==> src/hdl/tfbp_pkg.sv <==
// shared types and constants for the telemetry frame bit packer
package tfbp_pkg;

	localparam int DEF_FRAME_BYTES    = 256;
	localparam int DEF_CALLSIGN_BYTES = 6;
	localparam int DEF_QUEUE_DEPTH    = 2;
	localparam int CALLSIGN_MAX       = 6;
	localparam int FIELD_MAX_BITS     = 32;
	localparam int CALLSIGN_W         = 8 * CALLSIGN_MAX;

	localparam logic [1:0] OP_START = 2'd0;
	localparam logic [1:0] OP_FIELD = 2'd1;
	localparam logic [1:0] OP_END   = 2'd2;

	localparam logic [1:0] JOB_START = 2'd0;
	localparam logic [1:0] JOB_FIELD = 2'd1;
	localparam logic [1:0] JOB_END   = 2'd2;

	// one unit of work handed from front to back
	typedef struct packed {
		logic [1:0]  kind;
		logic [31:0] data;   // delta time, packed field bytes or pad byte
		logic [2:0]  nbytes; // field bytes, 1 to 4
		logic        bvalid; // end item carries a real byte
		logic        err;    // error flag after the item
	} job_t;

endpackage

==> src/hdl/telemetry_frame_bit_packer_core.sv <==
// top level of the telemetry frame bit packer
// builds a telemetry frame as a byte stream, bits packed lsb first. a start item sends
// min(CALLSIGN_BYTES,6) callsign bytes from the configuration register and then the
// 16-bit delta time, low byte first; a field item appends a sign bit and field_bits-1
// magnitude bits (widths above 32 count as 32, width 0 or a disabled field adds nothing)
// and sends every byte it completes; an end item sends the padded partial byte, or a
// result with byte_valid low when nothing is pending or the frame is in error, always
// with tlast high. a field that would push the frame past FRAME_BYTES bytes is dropped,
// the error flag is raised, no further field bytes are sent until the next start or end
// and the end result reports it. the front part accepts one item per cycle while the job
// queue has room, updating the bit stream state in that cycle; the back part drains the
// queue through a single byte-wide output register, one result per cycle while the
// receiver is ready. a start item thus yields min(CALLSIGN_BYTES,6)+2 results (8 by
// default), a field 0 to 4, an end one; the output register sets the sustained rate.
// the first result of an item is written into the job queue and then loaded into the
// output register once that is free. the user writes the callsign register through
// cfg_valid/cfg_ready (always ready) only while idle; the block does not enforce this
module telemetry_frame_bit_packer_core import tfbp_pkg::*; #(
	parameter int FRAME_BYTES    = DEF_FRAME_BYTES,
	parameter int CALLSIGN_BYTES = DEF_CALLSIGN_BYTES,
	parameter int QUEUE_DEPTH    = DEF_QUEUE_DEPTH
) (
	input  logic                  clk,
	input  logic                  arst_n,
	// configuration write channel: station_callsign, first byte in bits 7:0
	input  logic                  cfg_valid,
	output logic                  cfg_ready,
	input  logic [CALLSIGN_W-1:0] cfg_data,
	// item input
	input  logic                  s_tvalid,
	output logic                  s_tready,
	// elapsed_ms [15:0], field_value [47:16], field_bits [53:48], field_enable [54], zero [55]
	input  logic [55:0]           s_tdata,
	// operation [1:0]
	input  logic [1:0]            s_tuser,
	// result output
	output logic                  m_tvalid,
	input  logic                  m_tready,
	// byte_out [7:0]
	output logic [7:0]            m_tdata,
	// byte_valid [0], frame_error [1]
	output logic [1:0]            m_tuser,
	// frame_last
	output logic                  m_tlast
);

	logic [CALLSIGN_W-1:0] callsign_q;

	logic item_take;
	logic push;
	job_t push_job;
	logic pop;
	job_t head_job;
	logic head_valid;
	logic q_full;

	// configuration register, taken at any time the handshake completes
	assign cfg_ready = 1'b1;

	always_ff @(posedge clk or negedge arst_n) begin
		if (!arst_n) begin
			callsign_q <= '0;
		end else if (cfg_valid && cfg_ready) begin
			callsign_q <= cfg_data;
		end
	end

	// an item is taken whenever the queue can hold whatever job it may raise
	assign s_tready  = !q_full;
	assign item_take = s_tvalid && s_tready;

	tfbp_front #(
		.FRAME_BYTES    (FRAME_BYTES),
		.CALLSIGN_BYTES (CALLSIGN_BYTES)
	) u_front (
		.clk          (clk),
		.arst_n       (arst_n),
		.item_take    (item_take),
		.operation    (s_tuser),
		.elapsed_ms   (s_tdata[15:0]),
		.field_value  (s_tdata[47:16]),
		.field_bits   (s_tdata[53:48]),
		.field_enable (s_tdata[54]),
		.push         (push),
		.push_job     (push_job)
	);

	// jobs wait here so the input and output sides stall independently
	tfbp_queue #(
		.DEPTH (QUEUE_DEPTH)
	) u_queue (
		.clk       (clk),
		.arst_n    (arst_n),
		.push      (push),
		.push_job  (push_job),
		.pop       (pop),
		.head_job  (head_job),
		.not_empty (head_valid),
		.full      (q_full)
	);

	tfbp_back #(
		.CALLSIGN_BYTES (CALLSIGN_BYTES)
	) u_back (
		.clk        (clk),
		.arst_n     (arst_n),
		.head_job   (head_job),
		.head_valid (head_valid),
		.callsign   (callsign_q),
		.pop        (pop),
		.m_tvalid   (m_tvalid),
		.m_tready   (m_tready),
		.m_tdata    (m_tdata),
		.m_tuser    (m_tuser),
		.m_tlast    (m_tlast)
	);

endmodule

==> src/hdl/tfbp_queue.sv <==
// short job queue between front and back
module tfbp_queue import tfbp_pkg::*; #(
	parameter int DEPTH = DEF_QUEUE_DEPTH
) (
	input  logic clk,
	input  logic arst_n,
	input  logic push,
	input  job_t push_job,
	input  logic pop,
	output job_t head_job,
	output logic not_empty,
	output logic full
);

	localparam int PTR_W = (DEPTH > 1) ? $clog2(DEPTH) : 1;
	localparam int CNT_W = $clog2(DEPTH + 1);

	job_t             slot_q [DEPTH];
	logic [PTR_W-1:0] wr_ptr_q;
	logic [PTR_W-1:0] rd_ptr_q;
	logic [CNT_W-1:0] count_q;

	function automatic logic [PTR_W-1:0] ptr_next(input logic [PTR_W-1:0] p);
		ptr_next = (p == PTR_W'(DEPTH - 1)) ? '0 : p + PTR_W'(1);
	endfunction

	assign head_job  = slot_q[rd_ptr_q];
	assign not_empty = (count_q != '0);
	assign full      = (count_q == CNT_W'(DEPTH));

	always_ff @(posedge clk) begin
		if (push) begin
			slot_q[wr_ptr_q] <= push_job;
		end
	end

	always_ff @(posedge clk or negedge arst_n) begin
		if (!arst_n) begin
			wr_ptr_q <= '0;
			rd_ptr_q <= '0;
			count_q  <= '0;
		end else begin
			if (push) begin
				wr_ptr_q <= ptr_next(wr_ptr_q);
			end
			if (pop) begin
				rd_ptr_q <= ptr_next(rd_ptr_q);
			end
			if (push && !pop) begin
				count_q <= count_q + CNT_W'(1);
			end else if (pop && !push) begin
				count_q <= count_q - CNT_W'(1);
			end
		end
	end

endmodule

==> src/hdl/tfbp_front.sv <==
// front end: takes items, keeps the bit stream state and issues jobs
module tfbp_front import tfbp_pkg::*; #(
	parameter int FRAME_BYTES    = DEF_FRAME_BYTES,
	parameter int CALLSIGN_BYTES = DEF_CALLSIGN_BYTES
) (
	input  logic        clk,
	input  logic        arst_n,
	input  logic        item_take,
	input  logic [1:0]  operation,
	input  logic [15:0] elapsed_ms,
	input  logic [31:0] field_value,
	input  logic [5:0]  field_bits,
	input  logic        field_enable,
	output logic        push,
	output job_t        push_job
);

	localparam int NCS        = (CALLSIGN_BYTES > CALLSIGN_MAX) ? CALLSIGN_MAX : CALLSIGN_BYTES;
	localparam int SENT_W     = $clog2(FRAME_BYTES + 1);
	localparam int TOT_W      = SENT_W + 4;
	localparam int LIMIT_BITS = FRAME_BYTES * 8;

	logic [6:0]        partial_q;
	logic [2:0]        pcount_q;
	logic [SENT_W-1:0] sent_q;
	logic              ovf_q;

	logic [5:0]       n_eff;
	logic [TOT_W-1:0] total;
	logic             over;
	logic             sign;
	logic [31:0]      mag;
	logic [31:0]      mask;
	logic [31:0]      bits;
	logic [38:0]      acc;
	logic [38:0]      rest;
	logic [5:0]       count;
	logic [2:0]       nb;
	logic             fld_go;
	logic             end_valid;

	always_comb begin
		n_eff     = (field_bits > 6'(FIELD_MAX_BITS)) ? 6'(FIELD_MAX_BITS) : field_bits;
		total     = TOT_W'({sent_q, 3'b000}) + TOT_W'(pcount_q) + TOT_W'(n_eff);
		over      = (total > TOT_W'(LIMIT_BITS));
		sign      = field_value[31];
		mag       = sign ? (~field_value + 32'd1) : field_value;
		// low n-1 magnitude bits survive
		mask      = 32'hFFFF_FFFF >> (6'd33 - n_eff);
		bits      = {mag[30:0] & mask[30:0], sign};
		acc       = {32'd0, partial_q} | ({7'd0, bits} << pcount_q);
		count     = {3'b000, pcount_q} + n_eff;
		nb        = count[5:3];
		rest      = acc >> {nb, 3'b000};
		fld_go    = field_enable && (field_bits != 6'd0) && !ovf_q;
		end_valid = (pcount_q != 3'd0) && !ovf_q;

		push_job        = '0;
		push            = 1'b0;
		push_job.err    = 1'b0;
		case (operation)
			OP_START: begin
				push_job.kind = JOB_START;
				push_job.data = {16'd0, elapsed_ms};
				push          = item_take;
			end
			OP_FIELD: begin
				push_job.kind   = JOB_FIELD;
				push_job.data   = acc[31:0];
				push_job.nbytes = nb;
				push            = item_take && fld_go && !over && (nb != 3'd0);
			end
			OP_END: begin
				push_job.kind   = JOB_END;
				push_job.data   = end_valid ? {25'd0, partial_q} : 32'd0;
				push_job.bvalid = end_valid;
				push_job.err    = ovf_q;
				push            = item_take;
			end
			default: begin
				push = 1'b0;
			end
		endcase
	end

	always_ff @(posedge clk or negedge arst_n) begin
		if (!arst_n) begin
			partial_q <= '0;
			pcount_q  <= '0;
			sent_q    <= '0;
			ovf_q     <= 1'b0;
		end else if (item_take) begin
			case (operation)
				OP_START: begin
					partial_q <= '0;
					pcount_q  <= '0;
					sent_q    <= SENT_W'(NCS + 2);
					ovf_q     <= 1'b0;
				end
				OP_FIELD: begin
					if (fld_go) begin
						if (over) begin
							ovf_q <= 1'b1;
						end else begin
							partial_q <= rest[6:0];
							pcount_q  <= count[2:0];
							sent_q    <= sent_q + SENT_W'(nb);
						end
					end
				end
				OP_END: begin
					partial_q <= '0;
					pcount_q  <= '0;
					sent_q    <= '0;
					ovf_q     <= 1'b0;
				end
				default: begin
					ovf_q <= ovf_q;
				end
			endcase
		end
	end

endmodule

==> src/hdl/tfbp_back.sv <==
// back end: turns queued jobs into output bytes, one per cycle while the receiver is ready
module tfbp_back import tfbp_pkg::*; #(
	parameter int CALLSIGN_BYTES = DEF_CALLSIGN_BYTES
) (
	input  logic                  clk,
	input  logic                  arst_n,
	input  job_t                  head_job,
	input  logic                  head_valid,
	input  logic [CALLSIGN_W-1:0] callsign,
	output logic                  pop,
	output logic                  m_tvalid,
	input  logic                  m_tready,
	output logic [7:0]            m_tdata,
	output logic [1:0]            m_tuser,
	output logic                  m_tlast
);

	localparam int NCS = (CALLSIGN_BYTES > CALLSIGN_MAX) ? CALLSIGN_MAX : CALLSIGN_BYTES;

	logic [2:0]            idx_q;
	logic                  m_valid_q;
	logic [7:0]            m_data_q;
	logic [1:0]            m_user_q;
	logic                  m_last_q;

	logic                  load;
	logic [2:0]            last_idx;
	logic                  at_last;
	logic [7:0]            byte_sel;
	logic [CALLSIGN_W-1:0] cs_shift;
	logic [31:0]           fld_shift;
	logic                  bvalid;

	always_comb begin
		cs_shift  = callsign >> {idx_q, 3'b000};
		fld_shift = head_job.data >> {idx_q[1:0], 3'b000};
		bvalid    = 1'b1;
		case (head_job.kind)
			JOB_START: begin
				last_idx = 3'(NCS + 1);
				if (idx_q < 3'(NCS)) begin
					byte_sel = cs_shift[7:0];
				end else if (idx_q == 3'(NCS)) begin
					byte_sel = head_job.data[7:0];
				end else begin
					byte_sel = head_job.data[15:8];
				end
			end
			JOB_FIELD: begin
				last_idx = head_job.nbytes - 3'd1;
				byte_sel = fld_shift[7:0];
			end
			default: begin
				last_idx = 3'd0;
				byte_sel = head_job.data[7:0];
				bvalid   = head_job.bvalid;
			end
		endcase
		load    = head_valid && (!m_valid_q || m_tready);
		at_last = (idx_q == last_idx);
		pop     = load && at_last;
	end

	always_ff @(posedge clk or negedge arst_n) begin
		if (!arst_n) begin
			idx_q     <= '0;
			m_valid_q <= 1'b0;
		end else begin
			if (load) begin
				idx_q     <= at_last ? 3'd0 : idx_q + 3'd1;
				m_valid_q <= 1'b1;
			end else if (m_tready) begin
				m_valid_q <= 1'b0;
			end
		end
	end

	always_ff @(posedge clk) begin
		if (load) begin
			m_data_q <= byte_sel;
			m_user_q <= {head_job.err, bvalid};
			m_last_q <= (head_job.kind == JOB_END);
		end
	end

	assign m_tvalid = m_valid_q;
	assign m_tdata  = m_data_q;
	assign m_tuser  = m_user_q;
	assign m_tlast  = m_last_q;

endmodule

==> config.mk <==
export PLATFORM = sky130hd
export DESIGN_NAME = telemetry_frame_bit_packer_core
export DESIGN_NICKNAME = d
export VERILOG_FILES = /design/src/hdl/tfbp_pkg.sv /design/src/hdl/telemetry_frame_bit_packer_core.sv /design/src/hdl/tfbp_queue.sv /design/src/hdl/tfbp_front.sv /design/src/hdl/tfbp_back.sv
export SDC_FILE = /design/constraint.sdc
export NUM_CORES = 1
export LEC_CHECK = 0
export BUFFER_PORTS_ARGS = -buffer_cell sky130_fd_sc_hd__buf_2
export CORE_UTILIZATION = 54
export DETAILED_ROUTE_END_ITERATION = 8
export GPL_TIMING_DRIVEN = 0
export PLACE_DENSITY = 0.77
export SLEW_MARGIN = 20
export SYNTH_ARGS = -nofsm -noshare
export SYNTH_HDL_FRONTEND = slang
export SYNTH_SLANG_ARGS = --single-unit
==> constraint.sdc <==
create_clock -name clk -period 4.3 [get_ports clk]
set_input_delay 0.86 -clock clk [delete_from_list [all_inputs] [get_ports clk]]
set_output_delay 0.86 -clock clk [all_outputs]
set_load 0.05 [all_outputs]
==> impl_metrics.json <==
{
  "ir_worst_vdd_uv": 265,
  "async_reset_ff_share_pct": 46.1,
  "cp.arrival_ps": 4320,
  "ys_types": 94,
  "layout-drive-gt1-share_pct": 24.5,
  "synthSimpleGateAreaFrac_pct": 16.3,
  "die_h_um": 149,
  "yosys-top-cells-area": "edfxtp_1 23%, dfrtp_1 16%, mux2_2 6.8%",
  "area_delta_synth_final_pct": 15.9,
  "end_kind": "register",
  "cts_max_level": 4,
  "worst_path_max_delay_cell": "nor4b_1",
  "r2r-start": "u_queue.rd_ptr_q$_DFFE_PN0P_",
  "numCtsBuffers": 17,
  "numClockSinks": 165,
  "nNetsFinal": 1465,
  "synth_flop_cell": "edfxtp_1",
  "dr_wl_met2_mm": 16.5,
  "p_leak_nw": 5.16,
  "hold_viol_final": 0,
  "syn_nets": 1313,
  "wl_met1_mm": 14.7,
  "io_buffers": 117,
  "synth_mux_area_share_pct": 15.6,
  "maxSlewViolCount": 0,
  "critPathMaxFanout": 10,
  "worst_slack_ps": 140,
  "drc": 0,
  "cts_root_buf": "clkbuf_16",
  "firstDrtPassIters": 7,
  "drt-total-wl_mm": 35.6,
  "min_period_over_period_pct": 96.8,
  "syn_inst": 1179,
  "grt_pass1_wl_mm": 54.7,
  "antenna_found_initial": 0,
  "maxSlewHeadroom_pct": 20.5,
  "yosys.area_share.xor_xnor_pct": 2.25,
  "grt_max_degree": 55,
  "core-area_um2": 21000,
  "synth-seq-cells": 165,
  "synth_edf_count": 89,
  "path_depth": 14,
  "fillers": 1720,
  "via_per_inst": 6.61,
  "finalClockSkew_ps": 17.5,
  "grt_pass1_vias": 9969,
  "cts_tree": "yes",
  "grt_overflow": 0,
  "final_cell_mix": "123 x buf_2, 104 x nor2_1, 100 x nand2_1",
  "period_needed_ps": 4160,
  "final_common_cell": "buf_2",
  "post-route-util_pct": 64.0,
  "antennaDiodeCount": 0,
  "required_ps": 4460,
  "syn_avg_cell_area_um2": 9.85,
  "start_util_pct": 55.2,
  "max_stage_delay_ps": 520,
  "num_io_pins": 125,
  "fp-row-count": 53,
  "post-place-ws_ps": -857,
  "place.detailed.hpwl_mm": 26.7,
  "reg2reg_depth": 15,
  "path_buf_inv": 5,
  "clock.fmax_mhz": 240,
  "grt_usage_pct": 32.5,
  "critical_path.top_delay_family": "compound AO/OA/AOI/OAI gates",
  "synth_top_cell_by_area": "edfxtp_1",
  "clock_latency_ps": 430,
  "synth_fa_ha_area_share_pct": 2.87,
  "maxUsedRoutingLayer": "met4",
  "routabilityCongestion": 1.04,
  "pwr_density_cell_nw_per_um2": 556,
  "critPathKind": "primary input to register",
  "yosys.area.top_type_share_pct": 23.0,
  "clk_path_buf_depth": 2,
  "vias": 10700,
  "die_w_um": 149,
  "netlist_area_um2": 11600,
  "max_cap_viol_count": 0,
  "synth_top_family_by_area": "compound AO/OA/AOI/OAI gates",
  "ys_seq_area_share_pct": 39.4,
  "crit_start": "s_tdata[53]",
  "drt_iter0_markers": 1057,
  "start_kind": "primary input",
  "yosys_warnings": 0,
  "clk_pin_slew_ps": 70,
  "synth-compound-area-share_pct": 19.3,
  "dieArea_um2": 22100,
  "grt_setup_unrepaired": "no",
  "route.met3.wl_mm": 3.66,
  "r2r_slack_ps": 500,
  "setup_viol": 0,
  "status": "finished, final reports clean",
  "antenna_left": 0,
  "cp_cell_sequence": "buf_2 > buf_6 > clkbuf_8 > nand2b_4 > ha_1 > inv_1 > ha_1 > clkbuf_4 > o21ai_0 > a21oi_1 > nor4b_1 > o31a_1 > a21boi_0 > o21ai_0",
  "tightestPinTransition_ps": 1180,
  "min_path_type": "primary input to async pin",
  "wl_per_cell_um": 22.0
}
## synth_stat cells (all sizes together) (15+ instances only)
cell type / n
mux2: 70
edfxtp: 89
nand2: 101
inv: 34
nand2b: 16
o31ai: 21
dfrtp: 76
mux4: 27
nor3: 30
a22oi: 15
xnor2: 15
nor4: 16
nor2b: 19
a31oi: 18
mux2i: 41
buf: 19
nor2: 105
ha: 21
a21oi: 41
o21ai: 75
nand3: 20
clkbuf: 71
## power by group
part           switching, mW  internal (mW)  leakage (nW)
logic                   2.45           1.36          3.11
clock network          0.680          0.831         0.286
registers              0.171           2.00          1.76
## registers in the layout (all words and copies together), names as in the netlist
name / count
u_front.ovf_q: 1
u_front.pcount_q: 3
u_front.sent_q: 9
u_back.m_tuser: 2
callsign_q: 48
u_back.m_tvalid: 1
u_back.m_tlast: 1
u_queue.count_q: 2
u_queue.wr_ptr_q: 1
u_queue.slot_q: 78
u_back.idx_q: 3
u_front.partial_q: 7
u_back.m_tdata: 8
u_queue.rd_ptr_q: 1
## metal layers
metal,vias to the layer above,global-route usage [%]
met1,5205,45.2
met5,-,0
li1,4825,-
met3,66,6.75
met4,0,8.66
met2,605,51.6
## metrics by stage
step | instance area [um2] | std cells | hold slack (ps) | setup TNS [ps] | power, mW
floorplan | 11700 | 1179 | 469 | 0 | 4.72
global placement | 12600 | 1571 | 480 | -81590 | 5.73
detailed placement | 12600 | 1572 | 489 | -87070 | 5.78
CTS | 13300 | 1610 | 326 | -235 | 7.33
global route | 13500 | 1619 | 333 | 0 | 7.82
finish | 13500 | 1619 | 329 | 0 | 7.48
## cell families (layout without fill, tap and decap cells)
kind of cell	after synthesis	after routing
other	1	1
adders and majority gates	26	26
muxes	138	138
buffers and inverters	126	288
and+or+nand+nor	383	386
DFF	165	165
xor gates and xnor gates	29	29
AOI/OAI and AO/OA	311	311
## worst paths after layout
| kind | endpoint |
|---|---|
| min | callsign_q[10]$_DFFE_PN0P_ |
| max reg2reg | u_queue.count_q[1]$_DFFE_PN0P_ |
| min in group clk | u_back.m_tvalid$_DFFE_PN0P_ |
| max | u_queue.slot_q[1][17]$_DFFE_PP_ |
| max in group asynchronous | u_front.partial_q[1]$_DFFE_PN0P_ |
| min reg2reg | u_back.m_tvalid$_DFFE_PN0P_ |
## area by class of cell
| cell class | count | area (um2) | share of cell area (%) |
|---|---|---|---|
| multi-input combinational | 891 | 6710 | 49.8 |
| clock buffer | 18 | 439 | 3.26 |
| sequential | 165 | 4570 | 34.0 |
| clock inverter | 14 | 144 | 1.07 |
| tap | 275 | 344 | 2.56 |
| buffer | 89 | 400 | 2.97 |
| inverter | 36 | 139 | 1.03 |
| timing repair buffer | 131 | 713 | 5.30 |
## what timing repair did
item	4_1_cts	5_1_grt
buffers inserted	4	9
gates resized for setup	16	27
endpoints found under the setup margin	100	113
hold buffers	0	0
pin swaps	3	9
gates cloned	2	1
Power figures use the tool's default switching activity.
